**src/rtl/sastm_pkg.sv**
```systemverilog
// Shared types and constants of the agent sense, turn and move block.
package sastm_pkg;

   // configuration register indexes
   localparam logic [2:0] REG_GRID_WIDTH   = 3'd0;
   localparam logic [2:0] REG_GRID_HEIGHT  = 3'd1;
   localparam logic [2:0] REG_SPEED        = 3'd2;
   localparam logic [2:0] REG_SENSOR_RANGE = 3'd3;
   localparam logic [2:0] REG_SENSOR_SIZE  = 3'd4;
   localparam logic [2:0] REG_SENSOR_ANGLE = 3'd5;
   localparam logic [2:0] REG_TURN_ANGLE   = 3'd6;
   localparam logic [2:0] REG_EDGE_CLAMP   = 3'd7;

   localparam int CSR_IDX_W  = 3;
   localparam int CSR_DATA_W = 16;

   // opcodes
   localparam logic OP_WRITE  = 1'b0;
   localparam logic OP_UPDATE = 1'b1;

   // sensor / heading select
   localparam logic [1:0] SEN_FWD = 2'd0;
   localparam logic [1:0] SEN_LFT = 2'd1;
   localparam logic [1:0] SEN_RGT = 2'd2;
   localparam logic [1:0] SEN_FIN = 2'd3;

   // quarter-wave sine polynomial, Q1.14
   localparam logic [14:0] QUARTER = 15'd16384;
   localparam logic [14:0] SIN_A   = 15'd25736;
   localparam logic [13:0] SIN_B   = 14'd10512;
   localparam logic [10:0] SIN_C   = 11'd1160;

   localparam int CRD_W = 20;   // sensor centre, whole cells, signed
   localparam int SUM_W = 13;   // window sum, 25 cells of 8 bits

   typedef struct packed {
      logic               opcode;
      logic [17:0]        cell_index;
      logic [7:0]         trail_value;
      logic [17:0]        agent_x;
      logic [17:0]        agent_y;
      logic [15:0]        agent_heading;
      logic signed [15:0] random_turn;
      logic [15:0]        random_heading;
   } sastm_req_type;

   typedef struct packed {
      logic [17:0] new_x;
      logic [17:0] new_y;
      logic [15:0] new_heading;
      logic        edge_hit;
   } sastm_rsp_type;

   typedef struct packed {
      logic              item_load;
      logic              mem_write;
      logic              trig_go;
      logic [1:0]        sensor;
      logic              ctr_mul;
      logic              ctr_add;
      logic              cell_go;
      logic signed [2:0] dx;
      logic signed [2:0] dy;
      logic              sum_store;
      logic              turn_mul;
      logic              turn_set;
      logic              move_mul;
      logic              move_add;
      logic              rsp_load;
   } sastm_cmd_type;

   typedef struct packed {
      logic trig_done;
      logic cells_busy;
   } sastm_stat_type;

endpackage

```
**src/rtl/sastm_ctrl.sv**
```systemverilog
// Controller: sequences sensing, turning, moving and the result word.
module sastm_ctrl
   import sastm_pkg::*;
(
   input  logic           clock,
   input  logic           reset,
   input  logic           req_valid,
   output logic           req_ready,
   input  logic           req_opcode,
   output logic           rsp_valid,
   input  logic           rsp_ready,
   input  logic [1:0]     half,
   input  sastm_stat_type stat,
   output sastm_cmd_type  cmd
);

   localparam logic [3:0] S_IDLE     = 4'd0;
   localparam logic [3:0] S_TGO      = 4'd1;
   localparam logic [3:0] S_TRIG     = 4'd2;
   localparam logic [3:0] S_CMUL     = 4'd3;
   localparam logic [3:0] S_CADD     = 4'd4;
   localparam logic [3:0] S_SCAN     = 4'd5;
   localparam logic [3:0] S_DRAIN    = 4'd6;
   localparam logic [3:0] S_TURN_MUL = 4'd7;
   localparam logic [3:0] S_TURN_SET = 4'd8;
   localparam logic [3:0] S_MMUL     = 4'd9;
   localparam logic [3:0] S_MADD     = 4'd10;
   localparam logic [3:0] S_OUT      = 4'd11;

   logic [3:0]        state_ff, state_in;
   logic [1:0]        sensor_ff, sensor_in;
   logic signed [2:0] dx_ff, dx_in, dy_ff, dy_in, hs;
   logic              rsp_valid_ff, rsp_valid_in;

   assign hs = $signed({1'b0, half});

   always_comb begin
      cmd          = '0;
      cmd.sensor   = sensor_ff;
      cmd.dx       = dx_ff;
      cmd.dy       = dy_ff;
      req_ready    = 1'b0;
      state_in     = state_ff;
      sensor_in    = sensor_ff;
      dx_in        = dx_ff;
      dy_in        = dy_ff;
      case (state_ff)
         S_IDLE: begin
            req_ready = 1'b1;
            if (req_valid) begin
               cmd.item_load = 1'b1;
               if (req_opcode == OP_WRITE) begin
                  cmd.mem_write = 1'b1;
               end else begin
                  sensor_in = SEN_FWD;
                  state_in  = S_TGO;
               end
            end
         end
         S_TGO: begin
            cmd.trig_go = 1'b1;
            state_in    = S_TRIG;
         end
         S_TRIG: begin
            if (stat.trig_done) begin
               state_in = (sensor_ff == SEN_FIN) ? S_MMUL : S_CMUL;
            end
         end
         S_CMUL: begin
            cmd.ctr_mul = 1'b1;
            state_in    = S_CADD;
         end
         S_CADD: begin
            cmd.ctr_add = 1'b1;
            dx_in       = -hs;
            dy_in       = -hs;
            state_in    = S_SCAN;
         end
         S_SCAN: begin
            cmd.cell_go = 1'b1;
            if (dy_ff == hs) begin
               dy_in = -hs;
               if (dx_ff == hs) begin
                  state_in = S_DRAIN;
               end else begin
                  dx_in = dx_ff + 3'sd1;
               end
            end else begin
               dy_in = dy_ff + 3'sd1;
            end
         end
         S_DRAIN: begin
            // hold until the last cell is summed
            if (!stat.cells_busy) begin
               cmd.sum_store = 1'b1;
               if (sensor_ff == SEN_RGT) begin
                  state_in = S_TURN_MUL;
               end else begin
                  sensor_in = sensor_ff + 2'd1;
                  state_in  = S_TGO;
               end
            end
         end
         S_TURN_MUL: begin
            cmd.turn_mul = 1'b1;
            state_in     = S_TURN_SET;
         end
         S_TURN_SET: begin
            cmd.turn_set = 1'b1;
            sensor_in    = SEN_FIN;
            state_in     = S_TGO;
         end
         S_MMUL: begin
            cmd.move_mul = 1'b1;
            state_in     = S_MADD;
         end
         S_MADD: begin
            cmd.move_add = 1'b1;
            state_in     = S_OUT;
         end
         S_OUT: begin
            if (!rsp_valid_ff || rsp_ready) begin
               cmd.rsp_load = 1'b1;
               state_in     = S_IDLE;
            end
         end
         default: begin
            state_in = S_IDLE;
         end
      endcase
      if (cmd.rsp_load) begin
         rsp_valid_in = 1'b1;
      end else if (rsp_ready) begin
         rsp_valid_in = 1'b0;
      end else begin
         rsp_valid_in = rsp_valid_ff;
      end
   end

   always_ff @(posedge clock) begin
      if (reset) begin
         state_ff     <= S_IDLE;
         sensor_ff    <= SEN_FWD;
         dx_ff        <= '0;
         dy_ff        <= '0;
         rsp_valid_ff <= 1'b0;
      end else begin
         state_ff     <= state_in;
         sensor_ff    <= sensor_in;
         dx_ff        <= dx_in;
         dy_ff        <= dy_in;
         rsp_valid_ff <= rsp_valid_in;
      end
   end

   assign rsp_valid = rsp_valid_ff;

`ifndef SYNTHESIS
   a_idle_cells_quiet: assert property (@(posedge clock) disable iff (reset)
      (state_ff == S_IDLE) |-> !stat.cells_busy)
      else $error("cell pipeline busy while idle");
   a_idle_trig_quiet: assert property (@(posedge clock) disable iff (reset)
      (state_ff == S_IDLE) |-> !stat.trig_done)
      else $error("trig result outside a wait");
   a_load_slot_free: assert property (@(posedge clock) disable iff (reset)
      cmd.rsp_load |-> (!rsp_valid_ff || rsp_ready))
      else $error("result word overwritten");
   a_scan_after_centre: assert property (@(posedge clock) disable iff (reset)
      (cmd.cell_go && $past(state_ff) != S_SCAN) |-> $past(cmd.ctr_add))
      else $error("window scan without centre");
`endif

endmodule

```
**config.mk**
```make
export PLATFORM = sky130hd
export DESIGN_NAME = sastm_ctrl
export DESIGN_NICKNAME = d
export VERILOG_FILES = /design/src/rtl/sastm_pkg.sv /design/src/rtl/sastm_ctrl.sv
export SDC_FILE = /design/constraint.sdc
export NUM_CORES = 1
export LEC_CHECK = 0
export BUFFER_PORTS_ARGS = -buffer_cell sky130_fd_sc_hd__buf_4
export CAP_MARGIN = 5
export CORE_MARGIN = 3
export CORE_UTILIZATION = 55
export CTS_CLUSTER_DIAMETER = 40
export DETAILED_ROUTE_END_ITERATION = 12
export PLACE_DENSITY = 0.84
export SYNTH_ARGS = -nofsm -noshare
export SYNTH_HDL_FRONTEND = slang
export SYNTH_SLANG_ARGS = --single-unit
```
**constraint.sdc**
```tcl
create_clock -name clock -period 3.75 [get_ports clock]
set_input_delay 0.5625 -clock clock [delete_from_list [all_inputs] [get_ports clock]]
set_output_delay 0.5625 -clock clock [all_outputs]
set_load 0.02 [all_outputs]
```
Word-level counts from Yosys, hierarchy flattened
Cells that the tools add are included.
Cells by class
  add/sub/neg operators: 4
  equality and inequality tests: 24
  mux-type cells: 38
  reduce and logical (&&, ||, !) cells: 9
Operator list (number)
  $pmux W4 S12: 1
  $mux W4: 8
  $ne A2 B2 Y1 const B: 9
  $eq A4 B3 Y1 const B: 4
  $eq A4 B4 Y1 const B: 4
  $mux W1: 16
  $mux W2: 6
  $mux W3: 4
  $pmux W3 S2: 2
  $eq A4 B2 Y1 const B: 2
  $reduce_and A7 Y1: 1
  $add A3 B2 Y3 const B: 2
  $eq A3 B3 Y1: 2
  $pmux W2 S3: 1
  $reduce_and A5 Y1: 1
  $eq A2 B2 Y1 const B: 2
  $eq A4 B1 Y1 const B: 1
  $logic_not A4 Y1: 1
  $reduce_bool A2 Y1: 2
  $neg A2 Y3: 1
  $reduce_and A3 Y1: 1
  $reduce_bool A3 Y1: 1
  $add A2 B1 Y2 const B: 1
  $logic_not A1 Y1: 1
  $logic_or A1 B1 Y1: 1
Word-level totals
  register bits: 13
  input port bits: 9
  output and inout bits: 22
  word-level logic and storage cells: 80

Logic depth before layout (Yosys ltp)
Gate-level depths: netlist of run 1.
  depth in word-level cells: 5
  gate-level depth with buffers: 7
  mapped depth without buffers: 7

Worst setup path before layout of run 1
Ideal clock, no wire load.
  kind: register -> output
  from: reg state_ff[3]
  to: out cmd[18] (netlist name)
  arrival: 1687 ps
  required time: 3188 ps
  path slack: 1501 ps
  cell stages (with the launch flop): 4
  buffers on the path: 0
  cells stage by stage: dfxtp_1 > nor4_2 > and2_1 > nor2b_1
RTL lines
  start: declaration: line sastm_ctrl.sv:30  | logic [3:0] state_ff, state_in;
  start signal: assignment: line sastm_ctrl.sv:148  | state_ff <= state_in;
  end: declaration: line sastm_ctrl.sv:14  | output sastm_cmd_type cmd

==> flow_metrics.env, run 1 <==
export IMPL_maxCapViolCount=0
export IMPL_synth_area_mm2=0.001059
export IMPL_max_slew_margin=0.6145
export IMPL_numCtsBuffers=3
export IMPL_hold_viol_final=0
export IMPL_drc_errors=0
export IMPL_cp_required_ps=3190
export IMPL_drive_gt1_frac=0.2727
export IMPL_setup_viol=0
export IMPL_grt_pass1_wl_mm=4.022
export IMPL_cts_tree="built"
export IMPL_rows=15
export IMPL_post_synth_cell_area_avg_um2=8.335
export IMPL_timing_hold_ws_ps=523.1
export IMPL_synthCells=127
export IMPL_r2r_start="state_ff[0]"
export IMPL_ir_worst_vdd_v=0.0003243
export IMPL_place_congestion=0.8390
export IMPL_max_stage_delay_ps=610
export IMPL_min_period_ps=2263
export IMPL_combPwrFrac=0.498
export IMPL_synth_cell_type_count=46
export IMPL_finClkSkew_ps=2.169
export IMPL_postRouteWirelength_mm=2.384
export IMPL_dp_hpwl_mm=1.836
export IMPL_post_cts_resized=0
export IMPL_area_growth_pct=22.10
export IMPL_power_share_clock=0.150
export IMPL_intPower_mw=0.3392
export IMPL_hold_start="rsp_valid"
export IMPL_path_buf_inv=1
export IMPL_switching_share=0.4466
export IMPL_grt_pass1_vias=916
export IMPL_track_usage=0.2083
export IMPL_seqPwrFrac=0.352
export IMPL_cts_root_buffer="clkbuf_4"
export IMPL_ys_warn_count=0
export IMPL_port_buffers=30
export IMPL_min_path_cells=2
export IMPL_crit_type="reg -> out"
export IMPL_endpoint_kind="output pin"
export IMPL_synth_edf_count=0
export IMPL_status="finished clean"
export IMPL_critPathLaunch="state_ff[2]"
export IMPL_critPathTopFamily="simple AND/OR/NAND/NOR gates"
export IMPL_avgViaCountPerCell=5.447
export IMPL_core_mm2=0.001764
export IMPL_p_per_area_mw_per_mm2=474.3
export IMPL_die_area_mm2=0.002487
export IMPL_hold_class="reg -> reg"
export IMPL_synth_top_area_share=0.2459
export IMPL_ant_nets=0
export IMPL_wire_per_inst_um=13.32
export IMPL_cp_cell_sequence="or3b_4 -> nor2_1 -> buf_4"
export IMPL_finalSetupTns_ps=0
export IMPL_p_switching_mw=0.2738
export IMPL_synth_seq_area_share=0.2459
export IMPL_drt_pass1_iterations=4
export IMPL_fin_nets=169
export IMPL_synth_area_leaders="dfxtp_1 25%, ha_1 5.9%, mux2i_1 5.7%"
export IMPL_chipHeight_um=49.87
export IMPL_async_reset_ff_frac=0
export IMPL_min_period_over_period=0.6035
export IMPL_slew_viol_final=0
export IMPL_post_cts_buffers=0
export IMPL_start_util=0.6000
export IMPL_synth_flop_cell="dfxtp_1"
export IMPL_start_kind="flip-flop"
export IMPL_grt_max_degree=18
export IMPL_arrival_ps=1700
export IMPL_grt_setup_unrepaired="false"
export IMPL_cts_hold_buf=0
export IMPL_vias=975
export IMPL_insertedDiodeCount=0
export IMPL_antenna_found_initial=0
export IMPL_path_clk_slew_ps=90
export IMPL_dieWidth_um=49.87
export IMPL_reg2reg_slack_ps=1860
export IMPL_ys_seq_elements=13
export IMPL_yosysTopAreaCell="dfxtp_1"
export IMPL_worstRegToRegCells=5
export IMPL_crit_slowest_cell="dfxtp_1"
export IMPL_drtIter0Drc=14
export IMPL_fillCellCount=157
export IMPL_worst_skew_pair_late_latency_ps=280
export IMPL_cts_htree_levels=1
export IMPL_cts_sinks=13
export IMPL_grt_ovfl_total=0
export IMPL_hold_path_endpoint="rsp_valid"
export IMPL_syn_nets=141
export IMPL_num_io_pins=31
export IMPL_p_leak_nw=0.6015
export IMPL_worstReg2RegEnd="dy_ff[0]"
export IMPL_cp_max_fo=17
export IMPL_clockBufferDepth=2
export IMPL_worstMarginPinSlew_ps=577.4
export IMPL_fmax_mhz=441.9
logic make-up after synthesis:
| group | after synthesis | synth area share |
|---|---|---|
| DFF | 13 | 0.2459 |
| adders and majority gates | 5 | 0.05910 |
| and+or+nand+nor | 56 | 0.3416 |
| muxes | 7 | 0.06738 |
| AOI/OAI and AO/OA | 29 | 0.1856 |
| xor gates and xnor gates | 4 | 0.03309 |
| buffers and inverters | 13 | 0.06737 |
cell type report:
type / instances / area, um2 / area share
tap: 25 / 31.28 / 0.02420
clock buffer: 4 / 26.28 / 0.02033
sequential: 13 / 260.3 / 0.2014
timing repair buffer: 30 / 225.2 / 0.1742
inverter: 6 / 22.52 / 0.01742
multi-input combinational: 101 / 726.9 / 0.5624
per-layer routing:
layer / global-route usage / part of all wire / vias up
met3: 0.03625 / 0.044 / 4
li1: - / - / 507
met4: 0.09677 / 0.018 / 0
met1: 0.2514 / 0.45 / 443
met5: 0 / 0 / -
met2: 0.3546 / 0.49 / 21
metrics by stage:
step | setup WS (ps) | utilization | area [um2] | instances | total power, mW
2_1_floorplan | 1501 | - | 1059 | 127 | 0.4381
3_3_place_gp | 1830 | 0.7177 | 1266 | 175 | 0.5124
3_5_place_dp | 1814 | 0.7177 | 1266 | 175 | 0.5216
4_1_cts | 1493 | 0.7326 | 1292 | 179 | 0.6121
5_1_grt | 1362 | 0.7326 | 1292 | 179 | 0.6507
6_report | 1487 | 0.7326 | 1292 | 179 | 0.6130
power by group through the flow:
stage / combinational (mW) / sequential [mW] / clock [mW]
floorplan: 0.243 / 0.195 / 0
global placement: 0.298 / 0.215 / 0
detailed placement: 0.304 / 0.217 / 0
CTS: 0.306 / 0.213 / 0.0928
global route: 0.333 / 0.222 / 0.0964
finish: 0.305 / 0.216 / 0.0920
sequential cells by signal, indices dropped and copies added (netlist names):
register   cells
state_ff       4
dx_ff          3
dy_ff          3
sensor_ff      2
rsp_valid      1
worst reg2reg max path, cell delays in order, from the launching register on:
cell and delay, ps:
dfxtp_1 700, and4bb_1 470, o31ai_4 180, a21oi_1 180, nor2_1 60, a311oi_1 230
worst max-delay path by stage:
stage                          to  slack [ps]  cells past startpoint
after floorplan           cmd[18]        1500                      3
after global placement    cmd[13]        1830                      3
after detailed placement  cmd[13]        1810                      3
after CTS                 cmd[13]        1490                      3
after global routing      cmd[13]        1360                      3
final                     cmd[13]        1490                      3
Yosys cell counts (3+ instances only):
library cell	n
nand2b_1	5
nand3b_1	4
nor2b_1	4
nor2_1	14
buf_2	3
nand2_1	5
xor2_1	4
a21oi_1	10
mux2i_1	6
ha_1	5
o21ai_0	7
nor3b_1	4
dfxtp_1	13
inv_1	5
layout by cell type (no fill, tap or decap), types with 3 or more instances in the layout:
master    synthesis  layout
mux2i_1           6       6
ha_1              5       5
buf_4             1      30
nand2_1           5       5
nor2_1           14      14
nand2b_1          5       5
nor2b_1           4       4
clkbuf_4          0       3
a21oi_1          10      10
inv_1             5       5
nor3b_1           4       4
dfxtp_1          13      13
o21ai_0           7       7
nand3b_1          4       4
xor2_1            4       4
No activity file was read; power rests on OpenSTA's default activity.
==> run 2: changes to the inputs <==
--- a/config.mk
+++ b/config.mk
@@ -8,10 +8,10 @@
 export BUFFER_PORTS_ARGS = -buffer_cell sky130_fd_sc_hd__buf_4
 export CAP_MARGIN = 5
 export CORE_MARGIN = 3
-export CORE_UTILIZATION = 55
+export CORE_UTILIZATION = 51
 export CTS_CLUSTER_DIAMETER = 40
 export DETAILED_ROUTE_END_ITERATION = 12
-export PLACE_DENSITY = 0.84
+export PLACE_DENSITY = 0.79
 export SYNTH_ARGS = -nofsm -noshare
 export SYNTH_HDL_FRONTEND = slang
 export SYNTH_SLANG_ARGS = --single-unit
==> constraint.sdc (replaced) <==
create_clock -name clock -period 2.24 [get_ports clock]
set_input_delay 0.336 -clock clock [delete_from_list [all_inputs] [get_ports clock]]
set_output_delay 0.336 -clock clock [all_outputs]
set_load 0.02 [all_outputs]
==> run 2 against run 1 <==
Net effect:
- clock skew about the same
- hold slack worse by 190 ps
- global-route usage down 0.13 points
- via count up 6.5%
- combinational power up 79%
- sequential share of layout area down 0.23 points
- power up 69%
- setup slack worse by 1200 ps
- critical path depth up 1
- register-to-register slack worse by 1500 ps
- flip-flop and latch count unchanged
- largest cell class unchanged
- largest power group unchanged
- highest routed layer unchanged
==> flow_metrics.env, run 2 (same netlist as run 1, synthesis figures left out) <==
export IMPL_status="finished clean"
export IMPL_cts_sinks=13
export IMPL_dieWidth_um=51.56
export IMPL_die_area_mm2=0.002658
export IMPL_dp_hpwl_mm=1.915
export IMPL_drc_errors=0
export IMPL_cts_hold_buf=0
export IMPL_setup_viol=0
export IMPL_chipHeight_um=51.56
export IMPL_num_io_pins=31
export IMPL_hold_class="in -> reg"
export IMPL_min_period_over_period=0.8884
export IMPL_ant_nets=0
export IMPL_rows=15
export IMPL_cp_required_ps=1900
export IMPL_core_mm2=0.001839
export IMPL_port_buffers=30
export IMPL_p_leak_nw=0.6120
export IMPL_layout_commonest_cell="buf_4"
export IMPL_area_growth_pct=23.52
export IMPL_grt_pass1_vias=989
export IMPL_reg_largest_list="state_ff x4, dx_ff x3, dy_ff x3"
export IMPL_track_usage=0.2070
export IMPL_power_total_mw=1.036
export IMPL_worstMarginPinSlew_ps=535.8
export IMPL_utilization=0.7109
export IMPL_cts_tree="built"
export IMPL_cts_root_buffer="clkbuf_4"
export IMPL_arrival_ps=1650
export IMPL_grt_pass1_wl_mm=4.229
export IMPL_crit_type="reg -> out"
export IMPL_grt_setup_unrepaired="false"
export IMPL_drive_gt1_frac=0.2821
export IMPL_fmax_mhz=502.5
export IMPL_fin_nets=171
export IMPL_wire_per_inst_um=13.48
export IMPL_grt_max_degree=18
export IMPL_final_cell_mix="32 x buf_4, 14 x nor2_1, 13 x dfxtp_1"
export IMPL_place_congestion=0.8187
export IMPL_clockBufferDepth=2
export IMPL_finalSetupTns_ps=0
export IMPL_endpoint_kind="output pin"
export IMPL_slew_viol_final=0
export IMPL_regMostFlops="state_ff"
export IMPL_min_period_ps=1990
export IMPL_drtIter0Drc=3
export IMPL_postRouteWirelength_mm=2.440
export IMPL_insertedDiodeCount=0
export IMPL_worst_skew_pair_late_latency_ps=270
export IMPL_post_cts_resized=0
export IMPL_finClkSkew_ps=2.003
export IMPL_avgViaCountPerCell=5.735
export IMPL_path_clk_slew_ps=80
export IMPL_start_util=0.5755
export IMPL_timing_hold_ws_ps=334.1
export IMPL_ir_worst_vdd_v=0.0004011
export IMPL_max_slew_margin=0.6423
export IMPL_vias=1038
export IMPL_post_cts_buffers=0
export IMPL_cts_htree_levels=1
export IMPL_maxCapViolCount=0
export IMPL_p_per_area_mw_per_mm2=792.1
export IMPL_drt_pass1_iterations=5
export IMPL_grt_ovfl_total=0
export IMPL_numCtsBuffers=3
export IMPL_largest_register_ffs=4
export IMPL_antenna_found_initial=0
export IMPL_hold_viol_final=0
export IMPL_start_kind="flip-flop"
export IMPL_cp_max_fo=17
-- run 2: cell types whose count changed in the layout (fill, tap and decap cells not counted) --
cell | before | now
buf_4 | 30 | 32
-- run 2: layout make-up --
| class | instances | area (um2) |
|---|---|---|
| multi-input cells | 101 | 726.9 |
| repair buffers | 32 | 240.2 |
| well taps | 25 | 31.28 |
| clock buffers | 4 | 26.28 |
| fillers | 174 | 531.8 |
| flip-flops and latches | 13 | 260.3 |
| inverters | 6 | 22.52 |
-- run 2: worst max-delay path: stages (launching register included) --
cell and delay, ps:
dfxtp_1 470, nor4_2 440, and2_1 190, nor2b_1 130, buf_4 150
-- run 2: report_power, final --
group | internal [mW] | switching (mW) | total (mW)
Sequential | 0.263 | 0.0791 | 0.342
Combinational | 0.248 | 0.298 | 0.547
Clock | 0.0690 | 0.0778 | 0.147
Total | 0.580 | 0.455 | 1.04
-- run 2: metrics by stage --
stage | area, um2 | std cells | setup slack (ps)
finish | 1308 | 181 | 250.0
floorplan | 1059 | 127 | 217.1
global placement | 1281 | 177 | 521.0
CTS | 1308 | 181 | 210.6
detailed placement | 1281 | 177 | 448.7
global route | 1308 | 181 | 63.75
-- run 2: per-layer routing --
layer	GRT usage	share of wire	up-vias
met3	0.04011	0.041	2
met5	0	0	-
li1	-	-	509
met2	0.3898	0.53	17
met4	0.07860	0.0070	0
met1	0.2248	0.42	510
-- run 2: worst paths after layout --
kind                     from           to  slack [ps]  cells after the start
setup reg to reg  state_ff[1]  state_ff[1]         410                      5
hold / removal          reset  state_ff[3]         330                      2
setup / recovery  state_ff[3]      cmd[18]         250                      4
hold reg to reg     rsp_valid    rsp_valid         530                      2
